`config.mk`:
```
export PLATFORM = sky130hd
export DESIGN_NAME = utc_to_gps_time_converter
export DESIGN_NICKNAME = d
export VERILOG_FILES = /design/src/design/utc_pkg.sv /design/src/design/utc_day_count.sv /design/src/design/utc_to_gps_time_converter.sv
export SDC_FILE = /design/constraint.sdc
export NUM_CORES = 2
export LEC_CHECK = 0
export BUFFER_PORTS_ARGS = -buffer_cell sky130_fd_sc_hd__buf_2
export CORE_ASPECT_RATIO = 1.2
export CORE_MARGIN = 2
export CORE_UTILIZATION = 45
export CTS_CLUSTER_SIZE = 14
export DETAILED_ROUTE_END_ITERATION = 10
export PLACE_DENSITY = 0.6
export SLEW_MARGIN = 30
export SYNTH_ARGS = -nofsm -noshare
export SYNTH_HDL_FRONTEND = slang
export SYNTH_SLANG_ARGS = --single-unit
```
`constraint.sdc`:
```
create_clock -name clk -period 11.65 [get_ports clk]
set_input_delay 2.33 -clock clk [delete_from_list [all_inputs] [get_ports clk]]
set_output_delay 2.33 -clock clk [all_outputs]
set_load 0.005 [all_outputs]
```
`src/design/utc_pkg.sv`:
```
package utc_pkg;

    localparam int LEAP_TABLE_SIZE = 17;
    localparam int LEAP_ENTRIES_DEF = 17;

    typedef struct packed {
        logic [11:0] year;
        logic [3:0]  month;
        logic [4:0]  day;
        logic [4:0]  hour;
        logic [5:0]  minute;
        logic [25:0] second_us;
    } utc_in_t;

    typedef struct packed {
        logic [51:0] gps_time_us;
        logic [12:0] week_number;
        logic [4:0]  leap_seconds;
    } utc_out_t;

    // Days before each month in a common year, index = months passed
    function automatic logic [8:0] days_before(input logic [3:0] passed);
        logic [8:0] r;
        begin
            case (passed)
                4'd0:    r = 9'd0;
                4'd1:    r = 9'd31;
                4'd2:    r = 9'd59;
                4'd3:    r = 9'd90;
                4'd4:    r = 9'd120;
                4'd5:    r = 9'd151;
                4'd6:    r = 9'd181;
                4'd7:    r = 9'd212;
                4'd8:    r = 9'd243;
                4'd9:    r = 9'd273;
                4'd10:   r = 9'd304;
                4'd11:   r = 9'd334;
                default: r = 9'd365;
            endcase
            return r;
        end
    endfunction

    // Leap step date key (year<<9 | month<<5 | day), newest first
    function automatic logic [20:0] leap_key(input logic [4:0] idx);
        logic [20:0] r;
        begin
            case (idx)
                5'd0:    r = {12'd2015, 4'd7, 5'd1};
                5'd1:    r = {12'd2012, 4'd7, 5'd1};
                5'd2:    r = {12'd2009, 4'd1, 5'd1};
                5'd3:    r = {12'd2006, 4'd1, 5'd1};
                5'd4:    r = {12'd1999, 4'd1, 5'd1};
                5'd5:    r = {12'd1997, 4'd7, 5'd1};
                5'd6:    r = {12'd1996, 4'd1, 5'd1};
                5'd7:    r = {12'd1994, 4'd7, 5'd1};
                5'd8:    r = {12'd1993, 4'd7, 5'd1};
                5'd9:    r = {12'd1992, 4'd7, 5'd1};
                5'd10:   r = {12'd1991, 4'd1, 5'd1};
                5'd11:   r = {12'd1990, 4'd1, 5'd1};
                5'd12:   r = {12'd1988, 4'd1, 5'd1};
                5'd13:   r = {12'd1985, 4'd7, 5'd1};
                5'd14:   r = {12'd1983, 4'd7, 5'd1};
                5'd15:   r = {12'd1982, 4'd7, 5'd1};
                5'd16:   r = {12'd1981, 4'd7, 5'd1};
                default: r = '1;
            endcase
            return r;
        end
    endfunction

    function automatic logic [4:0] leap_val(input logic [4:0] idx);
        return (idx < 5'(LEAP_TABLE_SIZE)) ? 5'(LEAP_TABLE_SIZE - 32'(idx)) : 5'd0;
    endfunction

endpackage

```
`src/design/utc_day_count.sv`:
```
// Day count since the 1981 origin: year offset in closed form, then day of year.
module utc_day_count (
    input  logic                  clk,
    input  logic                  rst_n,
    input  logic                  advance,
    input  utc_pkg::utc_in_t      din,
    output logic [19:0]           ttl
);
    import utc_pkg::*;

    logic [11:0] dy;
    logic [19:0] base_next, base_reg;
    logic [8:0]  doy_next, doy_reg;
    logic [3:0]  passed;
    logic        leap_yr;
    logic [9:0]  n4;
    logic [4:0]  n100;
    logic [2:0]  n400;
    logic [11:0] ym1, yl;
    logic [24:0] prod_ym1, prod_yr;
    logic [11:0] q_ym1, q_yr, rem_yr;

    // Stage A: whole years before this one, with leap days, and day of year
    always_comb
    begin
        yl   = (din.year > 12'd1981) ? din.year : 12'd1981;
        dy   = yl - 12'd1981;
        ym1  = yl - 12'd1;
        // Divide by 100 by reciprocal, exact for 12-bit years
        prod_ym1 = 25'(ym1) * 25'd5243;
        q_ym1    = 12'(prod_ym1 >> 19);
        prod_yr  = 25'(din.year) * 25'd5243;
        q_yr     = 12'(prod_yr >> 19);
        rem_yr   = din.year - q_yr * 12'd100;
        // leap years in [1981, year-1] = f(year-1) - f(1980)
        n4   = 10'((ym1 >> 2) - 12'd495);
        n100 = 5'(q_ym1 - 12'd19);
        n400 = 3'((q_ym1 >> 2) - 12'd4);
        base_next = 20'd360 + 20'(dy) * 20'd365 + 20'(n4) - 20'(n100) + 20'(n400);
        passed = (din.month == 4'd0) ? 4'd0 : din.month - 4'd1;
        if (passed > 4'd12)
        begin
            passed = 4'd12;
        end
        leap_yr = ((din.year[1:0] == 2'd0) && (rem_yr != 12'd0))
                  || ((rem_yr == 12'd0) && (q_yr[1:0] == 2'd0));
        doy_next = days_before(passed) + 9'(din.day)
                   + 9'((passed >= 4'd2) && leap_yr);
    end

    always_ff @(posedge clk or negedge rst_n)
    begin
        if (!rst_n)
        begin
            base_reg <= '0;
            doy_reg  <= '0;
        end
        else if (advance)
        begin
            base_reg <= base_next;
            doy_reg  <= doy_next;
        end
    end

    assign ttl = base_reg + 20'(doy_reg);

endmodule

```
`src/design/utc_to_gps_time_converter.sv`:
```
// UTC to GPS time converter.
// Input channel: valid/ready carrying one utc_in_t request (date and time).
// Output channel: valid/ready carrying one utc_out_t result per request.
// Pipeline of four register stages: day count and day of year, total day and
// leap lookup, week split and seconds, microsecond scaling. An item enters
// every cycle while in_ready is high.
// Seconds are formed as total days times 86400, so the week split only feeds
// the week number. The leap offset is a parallel compare against the step table.
// When the receiver stalls, full stages hold and in_ready drops only when all
// four stages are full and the output is not taken; nothing is lost or repeated.
// Reset clears all valid bits; the block is empty and ready after reset.
module utc_to_gps_time_converter #(
    parameter int LEAP_ENTRIES = utc_pkg::LEAP_ENTRIES_DEF
) (
    input  logic              clk,
    input  logic              rst_n,
    input  logic              in_valid,
    output logic              in_ready,
    input  utc_pkg::utc_in_t  in_data,
    output logic              out_valid,
    input  logic              out_ready,
    output utc_pkg::utc_out_t out_data
);
    import utc_pkg::*;

    logic [3:0] v_reg;
    logic [3:0] adv;
    logic [19:0] ttl;

    utc_in_t     s1_reg;
    logic [4:0]  leap_s2_next, leap_s2_reg, leap_s3_reg;
    logic [19:0] ttl_reg;
    utc_in_t     s2_reg;
    logic [12:0] week_reg;
    logic [36:0] secs_next, secs_reg;
    logic [25:0] sus_reg;
    logic [51:0] us_next, us_reg;
    logic [12:0] week_out_reg;
    logic [4:0]  leap_out_reg;
    logic [12:0] wk;
    logic [40:0] wk_prod;
    logic [20:0] key;

    // Stall chain: a stage moves when the one after it frees up
    assign adv[3] = !v_reg[3] || out_ready;
    assign adv[2] = !v_reg[2] || adv[3];
    assign adv[1] = !v_reg[1] || adv[2];
    assign adv[0] = !v_reg[0] || adv[1];
    assign in_ready = adv[0];

    always_ff @(posedge clk or negedge rst_n)
    begin
        if (!rst_n)
        begin
            v_reg <= '0;
        end
        else
        begin
            if (adv[0]) v_reg[0] <= in_valid;
            if (adv[1]) v_reg[1] <= v_reg[0];
            if (adv[2]) v_reg[2] <= v_reg[1];
            if (adv[3]) v_reg[3] <= v_reg[2];
        end
    end

    utc_day_count u_days (
        .clk     (clk),
        .rst_n   (rst_n),
        .advance (adv[0]),
        .din     (in_data),
        .ttl     (ttl)
    );

    // Leap lookup: first step not after the date, newest first
    always_comb
    begin
        key = {s1_reg.year, s1_reg.month, s1_reg.day};
        leap_s2_next = 5'd0;
        for (int i = LEAP_TABLE_SIZE - 1; i >= 0; i--)
        begin
            if (i < LEAP_ENTRIES && leap_key(5'(i)) <= key)
            begin
                leap_s2_next = leap_val(5'(i));
            end
        end
    end

    // Week split by reciprocal: ttl/7, exact for ttl < 2^20, kept to 13 bits; also total seconds with leap offset
    always_comb
    begin
        wk_prod = 41'(ttl_reg) * 41'd1198373;
        wk = 13'(wk_prod >> 23);
        secs_next = 37'(ttl_reg) * 37'd86400 + 37'(s2_reg.hour) * 37'd3600
                    + 37'(s2_reg.minute) * 37'd60 + 37'(leap_s2_reg);
    end

    // Scale to microseconds: 10^6 = 15625 << 6
    assign us_next = 52'((64'(secs_reg) * 64'd15625) << 6) + 52'(sus_reg);

    always_ff @(posedge clk)
    begin
        if (adv[0]) s1_reg <= in_data;
        if (adv[1])
        begin
            s2_reg      <= s1_reg;
            ttl_reg     <= ttl;
            leap_s2_reg <= leap_s2_next;
        end
        if (adv[2])
        begin
            secs_reg    <= secs_next;
            sus_reg     <= s2_reg.second_us;
            week_reg    <= wk;
            leap_s3_reg <= leap_s2_reg;
        end
        if (adv[3])
        begin
            us_reg       <= us_next;
            week_out_reg <= week_reg;
            leap_out_reg <= leap_s3_reg;
        end
    end

    assign out_valid = v_reg[3];
    assign out_data  = '{gps_time_us: us_reg, week_number: week_out_reg,
                         leap_seconds: leap_out_reg};

    a_hold: assert property (@(posedge clk) disable iff (!rst_n)
        out_valid && !out_ready |=> out_valid && $stable(out_data))
        else $error("result changed under stall");
    a_leap: assert property (@(posedge clk) disable iff (!rst_n)
        out_valid |-> out_data.leap_seconds <= 5'(LEAP_TABLE_SIZE))
        else $error("leap offset out of table");
    a_rdy: assert property (@(posedge clk) disable iff (!rst_n)
        !in_ready |-> out_valid && !out_ready)
        else $error("input stalled without output stall");

endmodule
```
---- Yosys cells after proc, flatten, opt, wreduce, memory -nomap -nowiden ----
Memory sizes are Yosys's and may differ from the RTL's.
Index checks and enable logic that the tools add are counted.
cells by class
  add/subtract/negate cells ............... 18
  $mul .................................... 9
  order comparisons ....................... 20
  multiplexer cells ....................... 19
  reduce and logical (&&, ||, !) cells .... 18
operator list
  kind                    number
  $le 20x21->1 const A    17
  $add 52x26->52          1
  $mul 37x14->46 const B  1
  $mux 4                  10
  $add 37x12->37          1
  $add 37x17->37          1
  $add 37x5->37           1
  $mul 20x21->36 const B  1
  $mul 20x10->30 const B  1
  $mul 12x13->25 const B  1
  $mul 12x13->24 const B  1
  $add 20x10->20          1
  $add 20x3->20           1
  $add 20x9->20           1
  $add 9x20->20 const A   1
  $mul 12x9->20 const B   1
  $sub 20x5->20           1
  $mul 5x8->13 const B    1
  $gt 12x11->1 const B    1
  $logic_not 12->1        1
  $mux 12                 1
  $mux 3                  4
  $reduce_bool 12->1      1
  $sub 12x1->12 const B   1
  other kinds (20)        32
storage, ports and cells
  register bits after elaboration ......... 304
  bits in read-only memories .............. 144
  input port bits ......................... 62
  output and inout port bits .............. 72
  logic and storage cells ................. 110
  memories ................................ 1
memory list
  memory            depth  bits a word  rd ports  clocked after Yosys merged registers in  write ports  line           source
  (name not given)  16     9            1         0                                        0            utc_pkg.sv:25  case (passed)

---- Longest topological paths before layout ----
  depth in word-level cells ............... 17
  depth in mapped cells ................... 60
  mapped depth without buffers ............ 56

---- Cells and area by module ----
A second synthesis with hierarchy kept.
unflattened totals
  cells, all modules ...................... 3,837
  area, all modules ....................... 39,671.8 µm²
by module, submodules not included
  module                     times used  cells an instance  area each (µm²)  seq. area each (µm²)
  utc_to_gps_time_converter  1           2,472              27,427.6         8,177.8
  utc_day_count              1           1,365              12,244.2         725.7

---- Least setup slack after synthesis ----
OpenSTA, ideal clock, no wires.
  path type ............................... input to register
  from .................................... input in_data[48] (netlist name)
  to ...................................... register u_days.base_reg[19]
  library setup time ...................... 0.235 ns
  arrival time ............................ 14.067 ns
  data required time ...................... 11.415 ns
  setup slack ............................. -2.652 ns
  stages on the path ...................... 56
  path buffers ............................ 3
  cell sequence ........................... clkbuf_1 > nand2_1 > o31ai_1 > a21oi_1 > a31o_2 > clkbuf_1 > nor2_1 > ha_1 > clkbuf_1 > nand2_1 > nor2_1 > xnor2_1 > nand2_1 > inv_1 > ha_1 > inv_1 > ha_1 > xor2_1 > [20 not listed] > ha_1 > inv_1 > fa_1 > fa_1 > inv_1 > ha_1 > a21o_1 > a21oi_1 > o21ai_0 > a21oi_1 > nand2b_1 > a21boi_0 > o31a_1 > o41ai_1 > o2111ai_1 > a21oi_1 > xnor2_1 > a21oi_1
between the ends
  cells in the longest elaborated chain, start to end .. 8
  elaborated cells on any way between the ends .. 13
  classes of those cells .................. add/sub (9); mul (2); order compare (1); mux (1)
RTL lines
  element               line                             source
  start, declared       utc_to_gps_time_converter.sv:19  input utc_pkg::utc_in_t in_data,
  $gt 12x11->1          utc_day_count.sv:26              yl = (din.year > 12'd1981) ? din.year : 12'd1981;
  $mux 12 *             utc_day_count.sv:26
  $sub 12x11->12        utc_day_count.sv:27              dy = yl - 12'd1981;
  $mul 12x9->20         utc_day_count.sv:39              base_next = 20'd360 + 20'(dy) * 20'd365 + 20'(n4) - 20'(n100) + 20'(n400);
  $add 9x20->20         utc_day_count.sv:39
  $add 20x10->20        utc_day_count.sv:39
  $sub 20x5->20         utc_day_count.sv:39
  $add 20x3->20 *       utc_day_count.sv:39
  end signal, assigned  utc_day_count.sv:60              base_reg <= base_next;
  end, declared         utc_day_count.sv:12              logic [19:0] base_next, base_reg;
Mark *: on every way between the ends. The rest lies on a longest branch, timed or not.
A chain may end at the register's enable or synchronous reset.

---- Final worst setup path ----
  from .................................... input in_data[52] (netlist name)
  to ...................................... register u_days.base_reg[8]
Same word-level chain as after synthesis.

==> results_dict.tcl <==
set metrics [dict create \
    status "finished with violations" \
    violations "setup timing" \
    final_common_cell "inv_1" \
    postRouteAntennaNets 0 \
    h-tree-depth 2 \
    fin_cells 5171 \
    cts.sinks 302 \
    synthCells 3705 \
    gp_congestion 0.912 \
    crit_fanout 3 \
    crit_slowest_cell "fa_1" \
    worst-setup-path-type "in2reg" \
    grt-ovfl-total 0 \
    synth.yosys.seq_area_share 0.231 \
    setup_slack_ns -0.377 \
    slew_headroom 0.398 \
    grt_pass1_wl_um 132000 \
    grtUsageTotal 0.183 \
    fin_crit_sh 1.03 \
    routed_wl_um 78900 \
    portBuffers 133 \
    fmax_ghz 0.0831 \
    grt_max_degree 73 \
    ys_ff_latch 302 \
    tightest_slew_ns 0.881 \
    dieArea_mm2 0.0882 \
    drtIter0Drc 979 \
    clk_pin_slew_worst_paths_ns 0.06 \
    ys_warn_count 0 \
    row_count 117 \
    critPathMaxStageDelay_ns 0.53 \
    cts_buffers 35 \
    syn_area_mm2 0.0386 \
    cap_violations 0 \
    clock_latency_ns 0.57 \
    vias 25800 \
    hp-class "reg2reg" \
    cts_tree "built" \
    holdBufCountCts 0 \
    grt_pass1_vias 26700 \
    postSynthAreaPerCell_um2 10.4 \
    start_kind "input port" \
    area_delta_synth_final_pct 13.9 \
    crit_path_end_kind "register" \
    synth_ff_type "edfxtp_1" \
    utilization 0.518 \
    place_ws_ns -1.36 \
    die_h_um 325 \
    final_cell_mix "inv_1, ha_1, fa_1" \
    core_area_mm2 0.0849 \
    cts_max_path_buffers 3 \
    setup_viol 8 \
    ys_types 93 \
    rsz0062_at_grt "yes" \
    period_needed_ns 12.03 \
    largest_reg_flops 52 \
    crit_required_ns 12.10 \
    final_nets 5226 \
    synth_edf_count 269 \
    crit_top_cell "buf_4" \
    dp.cells 5050 \
    cp_data_arrival_time_ns 12.47 \
    first_pass_iters 5 \
    die_x_um 271 \
    dpl.hpwl_um 66400 \
    antenna_found_initial 10 \
    async_flop_share 0.109 \
    skew_ns 0.0252 \
    drive_above_1_share 0.135 \
    hold_ws_ns 0.414 \
    hold_viol 0 \
    slew_viol_final 0 \
    syn-num-nets 4917 \
    drc 0 \
    start_util 0.455 \
    vias_per_cell 4.99 \
    routedWlPerCell_um 15.2 \
    ios 134 \
    clock-root-buffer "clkbuf_16" \
]
## worst max-delay path: cells and delay by family
kind	cells	cell delay, ns
AO/OA/AOI/OAI	15	2.47
XOR/XNOR	4	0.58
adder cells (fa/ha/maj)	14	4.51
buffers and inverters	19	1.79
AND/OR/NAND/NOR	9	0.78
## worst paths after layout
path                                 from            endpoint  slack (ns)  depth (start not counted)
hold / removal             leap_s3_reg[4]     leap_out_reg[4]        0.41                          0
setup reg to reg           leap_s3_reg[1]          us_reg[51]        4.23                         23
hold reg to reg            leap_s3_reg[4]     leap_out_reg[4]        0.41                          0
min in group asynchronous           rst_n            v_reg[3]        1.85                          1
max in group asynchronous           rst_n  u_days.base_reg[7]        9.29                          1
setup / recovery              in_data[52]  u_days.base_reg[8]       -0.38                         61
## cell families after synthesis
family | Yosys count | synth area share
mux | 2 | 0.000518
fa+ha+maj | 1151 | 0.458
compound gates | 556 | 0.0954
flops | 302 | 0.231
xor+xnor | 247 | 0.0564
simple gates | 600 | 0.0760
buf+inv | 847 | 0.0829
## layer usage
layer  vias up  track usage  wire, um
li1      13000            -         -
met1     12300        0.222     33100
met2       318        0.335     40800
met3       130       0.0193      2150
met4         6       0.0627      2760
met5         -            0        36
## cell usage after synthesis (5+ instances only)
library cell	instances	area, um2
o21ai_1	23	115
a22oi_1	6	45.0
o31a_1	5	43.8
a21oi_1	154	771
o21bai_1	18	135
inv_1	798	3000
or2_2	9	56.3
a21boi_0	12	90.1
xnor2_1	174	1520
a21o_1	76	571
fa_1	439	8790
and2_1	12	75.1
o21a_1	27	203
or3_1	10	62.6
a211oi_1	16	120
a221oi_1	7	61.3
ha_1	711	8900
a31oi_1	25	156
nand4_1	22	138
xor2_1	71	622
nor4_1	13	81.3
o21ai_0	82	410
clkbuf_1	36	135
nor2b_1	26	163
and3_1	23	144
edfxtp_1	269	8080
buf_2	11	55.1
dfrtp_1	33	826
o211ai_1	15	113
or4_1	5	37.5
a311oi_1	5	43.8
nor3b_1	5	37.5
nor3_1	44	220
nand3_1	53	265
nand2_1	160	601
nor2_1	164	616
o31ai_1	9	67.6
nand2b_1	30	188
## layout make-up
cell class / count / area (um2)
tap: 1130 / 1410
inverter: 798 / 3010
clock buffer: 37 / 883
antenna: 1 / 2.50
multi-input combinational: 2556 / 27300
timing repair buffer: 321 / 2150
fill: 7716 / 40900
sequential: 302 / 8900
clock inverter: 26 / 290
## through the flow
step	TNS, ns	cell area [um2]
2_1_floorplan	-11.20	38900
3_3_place_gp	-10.79	41700
3_5_place_dp	-12.27	41700
4_1_cts	-2.84	43600
5_1_grt	-6.42	44000
6_report	-1.65	44000
## what timing repair did
item,CTS,global route
resized for setup,65,90
setup buffers,52,15
setup endpoints to repair,9,22
pin swaps,55,69
Power is not shown: default switching activity piles up to over one toggle a cycle in this logic, so the estimate is an artifact.
